--- src/rtl/core/rrsd_pkg.sv ---
// ----------------------------------------------------------------------------
// rrsd_pkg
// Shared widths, reset values and the control word for the server cell row.
// ----------------------------------------------------------------------------
package rrsd_pkg;

  localparam int SERVERS_DEF  = 16;
  localparam int TIME_W       = 32;
  localparam int FREE_W       = 33;
  localparam int CNT_W        = 32;
  localparam int OIDX_W       = 4;
  localparam int SCNT_W       = 5;
  localparam int RESULT_LIMIT = 16;

  localparam logic [SCNT_W-1:0] SCNT_RST = SCNT_W'(16);

  typedef struct packed {
    logic cmp;
    logic pick;
    logic upd;
    logic load;
    logic shift;
  } rrsd_ctrl_t;

endpackage

--- src/rtl/core/rrsd_cell.sv ---
// ----------------------------------------------------------------------------
// rrsd_cell
// One server: free time, job count, free test, priority link and scan stage.
// ----------------------------------------------------------------------------
module rrsd_cell
  import rrsd_pkg::*;
#(
  parameter int MAX_SERVERS = SERVERS_DEF,
  parameter int IDX         = 0
) (
  input  logic                        clk,
  input  logic                        rst_n,
  input  rrsd_ctrl_t                  ctrl,
  input  logic [$clog2(MAX_SERVERS+1)-1:0] n_i,
  input  logic [((MAX_SERVERS > 1) ? $clog2(MAX_SERVERS) : 1)-1:0] start_i,
  input  logic [TIME_W-1:0]           arrival,
  input  logic [FREE_W-1:0]           sum,
  input  logic                        seen_a_i,
  input  logic                        seen_b_i,
  output logic                        seen_a_o,
  output logic                        seen_b_o,
  input  logic                        use_a,
  input  logic [CNT_W-1:0]            scan_i,
  output logic [CNT_W-1:0]            scan_o,
  output logic [CNT_W-1:0]            cnt_sel_o,
  output logic                        grant_o
);

  localparam int NW    = $clog2(MAX_SERVERS + 1);
  localparam int IDX_W = (MAX_SERVERS > 1) ? $clog2(MAX_SERVERS) : 1;

  logic [FREE_W-1:0] ft_r;
  logic [CNT_W-1:0]  cnt_r;
  logic [CNT_W-1:0]  scan_r;
  logic              free_r;
  logic              grant_r;
  logic              active;
  logic              in_rot;
  logic              grant_a;
  logic              grant_b;

  assign active   = NW'(IDX) < n_i;
  assign in_rot   = IDX_W'(IDX) >= start_i;
  assign grant_a  = free_r & in_rot & ~seen_a_i;
  assign grant_b  = free_r & ~seen_b_i;
  assign seen_a_o = seen_a_i | (free_r & in_rot);
  assign seen_b_o = seen_b_i | free_r;

  assign scan_o    = scan_r;
  assign grant_o   = grant_r;
  assign cnt_sel_o = grant_r ? cnt_r : '0;

  always_ff @(posedge clk) begin
    if (!rst_n) begin
      ft_r    <= '0;
      cnt_r   <= '0;
      free_r  <= 1'b0;
      grant_r <= 1'b0;
    end else begin
      if (ctrl.cmp) begin
        free_r <= active & (ft_r <= {1'b0, arrival});
      end
      if (ctrl.pick) begin
        grant_r <= use_a ? grant_a : grant_b;
      end
      if (ctrl.upd && grant_r) begin
        ft_r <= sum;
        if (cnt_r != '1) begin
          cnt_r <= cnt_r + CNT_W'(1);
        end
      end
    end
  end

  // scan stage, hands counts towards server 0
  always_ff @(posedge clk) begin
    if (ctrl.load) begin
      scan_r <= cnt_r;
    end else if (ctrl.shift) begin
      scan_r <= scan_i;
    end
  end

endmodule

--- src/rtl/core/round_robin_server_dispatcher.sv ---
// ----------------------------------------------------------------------------
// round_robin_server_dispatcher
// Round-robin job dispatch over a row of server cells, with busiest report.
// ----------------------------------------------------------------------------
// A dispatch word goes through these steps from acceptance to its result
// word in the output register: free test in every cell, a rippling priority
// link through the row from the start position, the cell update, and result
// collection. For a report word, counts are shifted through the row to
// server 0 once to find the maximum and tie count, then again to emit each
// tie. One word is in work at a time; the next is accepted once the result
// of the current one is in the output register. Result words stall the scan
// while the output register stays full.
module round_robin_server_dispatcher
  import rrsd_pkg::*;
#(
  parameter int MAX_SERVERS = SERVERS_DEF
) (
  input  logic                 clk,
  input  logic                 rst_n,
  input  logic                 cfg_we,
  input  logic [SCNT_W-1:0]    cfg_wdata,
  input  logic                 in_valid,
  output logic                 in_ready,
  input  logic                 in_action,
  input  logic [TIME_W-1:0]    in_arrival_time,
  input  logic [TIME_W-1:0]    in_service_time,
  output logic                 out_valid,
  input  logic                 out_ready,
  output logic [OIDX_W-1:0]    out_server_index,
  output logic                 out_dropped,
  output logic [CNT_W-1:0]     out_handled_count,
  output logic                 out_last
);

  localparam int NW    = $clog2(MAX_SERVERS + 1);
  localparam int IDX_W = (MAX_SERVERS > 1) ? $clog2(MAX_SERVERS) : 1;
  localparam int LW    = (NW > SCNT_W) ? NW : SCNT_W;

  typedef enum logic [7:0] {
    S_IDLE = 8'b0000_0001,
    S_CMP  = 8'b0000_0010,
    S_PICK = 8'b0000_0100,
    S_UPD  = 8'b0000_1000,
    S_RES  = 8'b0001_0000,
    S_MAX  = 8'b0010_0000,
    S_RLD  = 8'b0100_0000,
    S_EMIT = 8'b1000_0000
  } state_t;

  state_t             state_r, state_nxt;
  logic [SCNT_W-1:0]  scnt_r;
  logic [IDX_W-1:0]   start_r, start_nxt;
  logic [IDX_W-1:0]   startq_r;
  logic [NW-1:0]      n_r;
  logic [NW-1:0]      n_cur;
  logic [TIME_W-1:0]  arr_r;
  logic [TIME_W-1:0]  svc_r;
  logic [FREE_W-1:0]  sum;
  logic               found_r;
  logic [CNT_W-1:0]   max_r, max_nxt;
  logic [NW-1:0]      ties_r, ties_nxt;
  logic [NW-1:0]      k_r, k_nxt;
  logic [SCNT_W-1:0]  emit_r, emit_nxt;
  logic [SCNT_W-1:0]  emit_inc;
  logic               emit_last;

  logic               out_valid_r;
  logic [OIDX_W-1:0]  out_idx_r;
  logic               out_drop_r;
  logic [CNT_W-1:0]   out_cnt_r;
  logic               out_last_r;
  logic               slot_free;
  logic               in_fire;

  rrsd_ctrl_t         ctrl;
  logic [MAX_SERVERS:0]  seen_a;
  logic [MAX_SERVERS:0]  seen_b;
  logic [CNT_W-1:0]      scan_w   [MAX_SERVERS];
  logic [CNT_W-1:0]      scan_nb  [MAX_SERVERS];
  logic [CNT_W-1:0]      cnt_sel  [MAX_SERVERS];
  logic [MAX_SERVERS-1:0] grant;
  logic [CNT_W-1:0]      pick_cnt;
  logic [IDX_W-1:0]      pick_idx;
  logic [CNT_W-1:0]      head;
  logic [NW-1:0]         start_inc;

  // active server count from the register
  always_comb begin
    if (scnt_r == '0) begin
      n_cur = NW'(1);
    end else if (32'(scnt_r) > MAX_SERVERS) begin
      n_cur = NW'(MAX_SERVERS);
    end else begin
      n_cur = NW'(scnt_r);
    end
  end

  assign slot_free = !out_valid_r || out_ready;
  assign in_ready  = (state_r == S_IDLE);
  assign in_fire   = in_valid && in_ready;
  assign sum       = {1'b0, arr_r} + {1'b0, svc_r};
  assign head      = scan_w[0];

  assign seen_a[0] = 1'b0;
  assign seen_b[0] = 1'b0;

  for (genvar g = 0; g < MAX_SERVERS; g++) begin : g_cell
    if (g == MAX_SERVERS - 1) begin : g_end
      assign scan_nb[g] = '0;
    end else begin : g_mid
      assign scan_nb[g] = scan_w[g+1];
    end

    rrsd_cell #(
      .MAX_SERVERS(MAX_SERVERS),
      .IDX        (g)
    ) u_cell (
      .clk      (clk),
      .rst_n    (rst_n),
      .ctrl     (ctrl),
      .n_i      (n_r),
      .start_i  (startq_r),
      .arrival  (arr_r),
      .sum      (sum),
      .seen_a_i (seen_a[g]),
      .seen_b_i (seen_b[g]),
      .seen_a_o (seen_a[g+1]),
      .seen_b_o (seen_b[g+1]),
      .use_a    (seen_a[MAX_SERVERS]),
      .scan_i   (scan_nb[g]),
      .scan_o   (scan_w[g]),
      .cnt_sel_o(cnt_sel[g]),
      .grant_o  (grant[g])
    );
  end

  // granted cell count and index
  always_comb begin
    pick_cnt = '0;
    pick_idx = '0;
    for (int i = 0; i < MAX_SERVERS; i++) begin
      pick_cnt = pick_cnt | cnt_sel[i];
      pick_idx = pick_idx | (grant[i] ? IDX_W'(i) : IDX_W'(0));
    end
  end

  // rotating start for the word being accepted
  always_comb begin
    logic [IDX_W-1:0] s_eff;
    s_eff     = (NW'(start_r) < n_cur) ? start_r : '0;
    start_inc = NW'(s_eff) + NW'(1);
    start_nxt = (start_inc >= n_cur) ? '0 : IDX_W'(start_inc);
  end

  assign emit_inc  = emit_r + SCNT_W'(1);
  assign emit_last = (LW'(emit_inc) == LW'(ties_r)) ||
                     (32'(emit_inc) == RESULT_LIMIT);

  always_comb begin
    state_nxt  = state_r;
    ctrl       = '0;
    max_nxt    = max_r;
    ties_nxt   = ties_r;
    k_nxt      = k_r;
    emit_nxt   = emit_r;
    unique case (state_r)
      S_IDLE: begin
        if (in_fire) begin
          if (in_action) begin
            ctrl.load = 1'b1;
            max_nxt   = '0;
            ties_nxt  = '0;
            k_nxt     = '0;
            state_nxt = S_MAX;
          end else begin
            state_nxt = S_CMP;
          end
        end
      end
      S_CMP: begin
        ctrl.cmp  = 1'b1;
        state_nxt = S_PICK;
      end
      S_PICK: begin
        ctrl.pick = 1'b1;
        state_nxt = S_UPD;
      end
      S_UPD: begin
        ctrl.upd  = 1'b1;
        state_nxt = S_RES;
      end
      S_RES: begin
        if (slot_free) begin
          state_nxt = S_IDLE;
        end
      end
      S_MAX: begin
        ctrl.shift = 1'b1;
        if (head > max_r) begin
          max_nxt  = head;
          ties_nxt = NW'(1);
        end else if (head == max_r) begin
          ties_nxt = ties_r + NW'(1);
        end
        k_nxt = k_r + NW'(1);
        if (k_r == n_r - NW'(1)) begin
          state_nxt = S_RLD;
        end
      end
      S_RLD: begin
        ctrl.load = 1'b1;
        k_nxt     = '0;
        emit_nxt  = '0;
        state_nxt = S_EMIT;
      end
      S_EMIT: begin
        if (head != max_r) begin
          ctrl.shift = 1'b1;
          k_nxt      = k_r + NW'(1);
        end else if (slot_free) begin
          ctrl.shift = 1'b1;
          k_nxt      = k_r + NW'(1);
          emit_nxt   = emit_inc;
          if (emit_last) begin
            state_nxt = S_IDLE;
          end
        end
      end
      default: begin
        state_nxt = S_IDLE;
      end
    endcase
  end

  always_ff @(posedge clk) begin
    if (!rst_n) begin
      state_r <= S_IDLE;
      scnt_r  <= SCNT_RST;
      start_r <= '0;
    end else begin
      state_r <= state_nxt;
      if (cfg_we) begin
        scnt_r <= cfg_wdata;
      end
      if (in_fire && !in_action) begin
        start_r <= start_nxt;
      end
    end
  end

  always_ff @(posedge clk) begin
    if (in_fire) begin
      arr_r    <= in_arrival_time;
      svc_r    <= in_service_time;
      n_r      <= n_cur;
      startq_r <= (NW'(start_r) < n_cur) ? start_r : '0;
    end
    if (ctrl.pick) begin
      found_r <= seen_b[MAX_SERVERS];
    end
    max_r  <= max_nxt;
    ties_r <= ties_nxt;
    k_r    <= k_nxt;
    emit_r <= emit_nxt;
  end

  // output register
  always_ff @(posedge clk) begin
    if (!rst_n) begin
      out_valid_r <= 1'b0;
    end else if (state_r == S_RES && slot_free) begin
      out_valid_r <= 1'b1;
    end else if (state_r == S_EMIT && head == max_r && slot_free) begin
      out_valid_r <= 1'b1;
    end else if (out_ready) begin
      out_valid_r <= 1'b0;
    end
  end

  always_ff @(posedge clk) begin
    if (state_r == S_RES && slot_free) begin
      out_idx_r  <= OIDX_W'(pick_idx);
      out_drop_r <= !found_r;
      out_cnt_r  <= pick_cnt;
      out_last_r <= 1'b1;
    end else if (state_r == S_EMIT && head == max_r && slot_free) begin
      out_idx_r  <= OIDX_W'(k_r);
      out_drop_r <= 1'b0;
      out_cnt_r  <= max_r;
      out_last_r <= emit_last;
    end
  end

  assign out_valid         = out_valid_r;
  assign out_server_index  = out_idx_r;
  assign out_dropped       = out_drop_r;
  assign out_handled_count = out_cnt_r;
  assign out_last          = out_last_r;

endmodule
--- config.mk ---
export PLATFORM = sky130hd
export DESIGN_NAME = round_robin_server_dispatcher
export DESIGN_NICKNAME = d
export VERILOG_FILES = /design/src/rtl/core/rrsd_pkg.sv /design/src/rtl/core/rrsd_cell.sv /design/src/rtl/core/round_robin_server_dispatcher.sv
export SDC_FILE = /design/constraint.sdc
export NUM_CORES = 2
export LEC_CHECK = 0
export BUFFER_PORTS_ARGS = -buffer_cell sky130_fd_sc_hd__buf_2
export CAP_MARGIN = 10
export CORE_MARGIN = 3
export CORE_UTILIZATION = 55
export DETAILED_ROUTE_END_ITERATION = 8
export PLACE_DENSITY = 0.77
export SETUP_SLACK_MARGIN = 0.05
export SLEW_MARGIN = 20
export SYNTH_ARGS = -nofsm -noshare
export SYNTH_HDL_FRONTEND = slang
export SYNTH_SLANG_ARGS = --single-unit
--- constraint.sdc ---
create_clock -name clk -period 30.9 [get_ports clk]
set_clock_uncertainty 0.15 [all_clocks]
set_input_delay 1.545 -clock clk [delete_from_list [all_inputs] [get_ports clk]]
set_output_delay 1.545 -clock clk [all_outputs]
set_load 0.01 [all_outputs]
==> flow_summary.yaml <==
run_status:
  status: "finished, final reports clean"
setup_path:
  timing.critical_path.from_type: "register"
  cp.buffers_inverters: 7
  crit_type: "reg -> reg"
  worstReg2RegStart: "state_r[3]"
  worstPathCellList: "or4_4, nor3_2, nand3b_1, inv_2, and2_4, buf_4, nand2_2, and2_4, o211ai_1, buf_4, buf_4, buf_4, buf_4, buf_4"
  crit_path_end_kind: "register"
  worst_path_largest_cell_delay_ns: 0.87
  cp.required_ns: 31.19
  worst-endpoint-arrival_ns: 7.48
  path_common_cell: "buf_4"
  crit_path_max_fanout: 73
  worstSetupStartpoint: "state_r[3]"
  slowest_stage: "buf_4"
  path_delay_family: "buffers and inverters"
timing:
  min_period_ns: 7.19
  hold_viol: 0
  setup_viol: 0
  setup_tns_ns: 0
  max-slew-margin-rel_pct: 12.5
  fmax_ghz: 0.139
  hold-worst-slack_ns: 0.306
  worstMarginPinSlew_ns: 1.31
  rsz0062_at_grt: "no"
  count_of_pins_over_their_slew_limit: 0
  layout_worst_path_cycle_share_pct: 23.3
routing:
  vias: 72100
  drt_iter0_markers: 9602
  drt_pre_antenna_iters: 7
  ant_nets: 0
  detail_route.wirelength_mm: 288
  drc: 0
  vias_per_cell: 6.44
  wire_per_inst_microns: 25.7
logic_synthesis:
  synth_top_cells_by_area: "dfxtp_1 (25%), edfxtp_1 (23%), ha_1 (8.6%)"
  ys_dominant_reg_cell: "dfxtp_1"
  synth_enable_flop_cells: 670
  synth_area_per_cell_sq_um: 9.95
  synth_area_sq_mm: 0.0888
  postSynth.asyncResetShare_pct: 0
  synth_seq_cells: 1761
  syn_nets: 9608
  yosysSeqAreaShare_pct: 47.3
  synthDistinctLibCells: 97
  netlist_instances: 8925
  synth.yosys.warnings: 0
  most_instantiated_library_cell_after_synthesis: "dfxtp_1"
  synth.largest_area_cell: "dfxtp_1"
  yosysTopAreaCellShare_pct: 24.6
  ys_top_cells_by_count: "dfxtp_1 (1091), nor2_1 (959), nand2_1 (840)"
power_and_ir_drop:
  total_power_mw: 6.47
  power.density_mw_per_mm2: 66.5
  cellLeakagePower_nw: 37.4
  peakVddDrop_v: 0.0000742
global_routing:
  grt_use_total_pct: 33.5
  grt_first_pass_wirelength_mm: 426
  grt_remaining_overflow: 0
  grt_pass1_vias: 69700
  grt_max_degree: 187
  antenna_found_initial: 18
final_layout:
  nFillCells: 12800
  final_layout_size_suffix_gt1_share_pct: 11.3
  layout.nets: 9577
  area_growth_syn_to_layout_pct: 9.47
  stdcell_area_sq_mm: 0.0972
  instances_no_fill: 11200
die:
  die_height_microns: 408
  design.die.area_sq_mm: 0.166
  rows: 146
  floorplan.die.width_microns: 408
  core_area_sq_mm: 0.159
  design.portCount: 115
  start_util_pct: 55.7
clock_network:
  max_root_sink_buffers: 3
  tritoncts_clock_tree: "done"
  cts.sink_count: 1761
  clkLatencyLatePin_ns: 0.84
  cts_made_buffers: 179
  cts_root_buffer: "clkbuf_16"
  cts_post_setup_buffers_inserted: 0
  clock_pin_slew_reported_for_the_worst_setup_and_hold_paths_after_clock_tree_synthesis_ns: 0.06
  postCtsHoldBufs: 0
  cts_resized: 0
  h-tree-depth: 4
placed_design:
  place.port_buffers: 114
  dp_hpwl_mm: 197
  routabilityCongestion: 0.958
  dpl_cell_area_sq_mm: 0.0912
  place.detailed.instances: 10900
hold_path:
  hp-start: "g_cell[13].u_cell.ft_r[0]"
  type_of_the_tightest_min_delay_check: "reg -> reg"
run:
  cap_violations: 0
-- where the power goes --
part | internal (mW) | switching (mW) | total (mW)
registers | 2.72 | 0.0792 | 2.80
logic | 0.461 | 0.975 | 1.44
clock network | 1.28 | 0.952 | 2.23
-- flip-flops by register name, indices dropped and copies added, names as in the netlist, 8 cells and up --
signal	cells
out_handled_count	32
arr_r	32
g_cell.u_cell.free_r	16
g_cell.u_cell.scan_o	512
g_cell.u_cell.cnt_r	512
svc_r	32
state_r	8
g_cell.u_cell.ft_r	528
g_cell.u_cell.grant_o	16
max_r	32
-- cells in the final DEF (no fill, tap or decap), types with 140 or more instances in the layout --
cell type / count
o21ai_0: 418
xor2_1: 264
edfxtp_1: 670
xnor2_1: 211
dfxtp_1: 1081
nand3_1: 422
nand2_1: 829
buf_4: 147
a21o_1: 151
a21oi_1: 520
mux2_4: 140
inv_1: 172
nor2_1: 959
a22oi_1: 148
nand4_1: 245
clkbuf_16: 181
mux2_2: 231
ha_1: 607
-- final timing paths --
| kind | end | slack, ns | cells after the start |
|---|---|---|---|
| hold reg to reg | g_cell[13].u_cell.ft_r[0] | 0.31 | 2 |
| setup / recovery | g_cell[15].u_cell.scan_o[10] | 23.71 | 14 |
| setup reg to reg | g_cell[15].u_cell.scan_o[10] | 23.71 | 14 |
| hold / removal | g_cell[13].u_cell.ft_r[0] | 0.31 | 2 |
-- kinds of logic (layout without fill, tap and decap cells) --
logic type	count (synthesis)	after routing	share of synthesized area, %
multiplexers	455	455	6.34
XOR/XNOR	484	484	4.79
flip-flops	1761	1761	47.3
other	0	4	0
buffers and inverters	652	775	3.22
adder cells (fa/ha/maj)	608	608	8.58
AO/OA/AOI/OAI	1702	1702	12.1
AND/OR/NAND/NOR	3263	3263	17.7
-- worst register-to-register path, cell delays in order (launching register included) --
cell	delay, ns
dfxtp_1	0.36
or4_4	0.54
nor3_2	0.18
nand3b_1	0.20
inv_2	0.13
and2_4	0.14
buf_4	0.24
nand2_2	0.13
and2_4	0.37
o211ai_1	0.20
buf_4	0.70
buf_4	0.88
buf_4	0.92
buf_4	0.79
buf_4	0.83
-- metal layers --
| layer | track usage, % | wire (microns) | vias up |
|---|---|---|---|
| li1 | - | - | 32200 |
| met1 | 43.7 | 108000 | 34500 |
| met2 | 50.1 | 123000 | 4431 |
| met3 | 9.59 | 39300 | 964 |
| met4 | 18.7 | 17900 | 2 |
| met5 | 0 | 13 | - |
-- cell type report --
class                   count  area, sq um  area share, %
well taps                2146         2690           2.76
clock buffers             238         4880           5.03
repair buffers            265         1770           1.82
clock inverters            97         1060           1.09
inverters                 175          664          0.684
flip-flops and latches   1761        42000           43.2
multi-input cells        6512        44200           45.4
diodes                      4         10.0         0.0103
-- stage by stage --
stage                     setup WS [ns]  utilization [%]
after global placement            22.94             57.3
after detailed placement          22.85             57.3
after CTS                         23.10             61.0
after floorplan                    3.65                -
final                             23.71             61.0
after global routing              23.32             61.0
No activity file was read; power rests on OpenSTA's default activity.
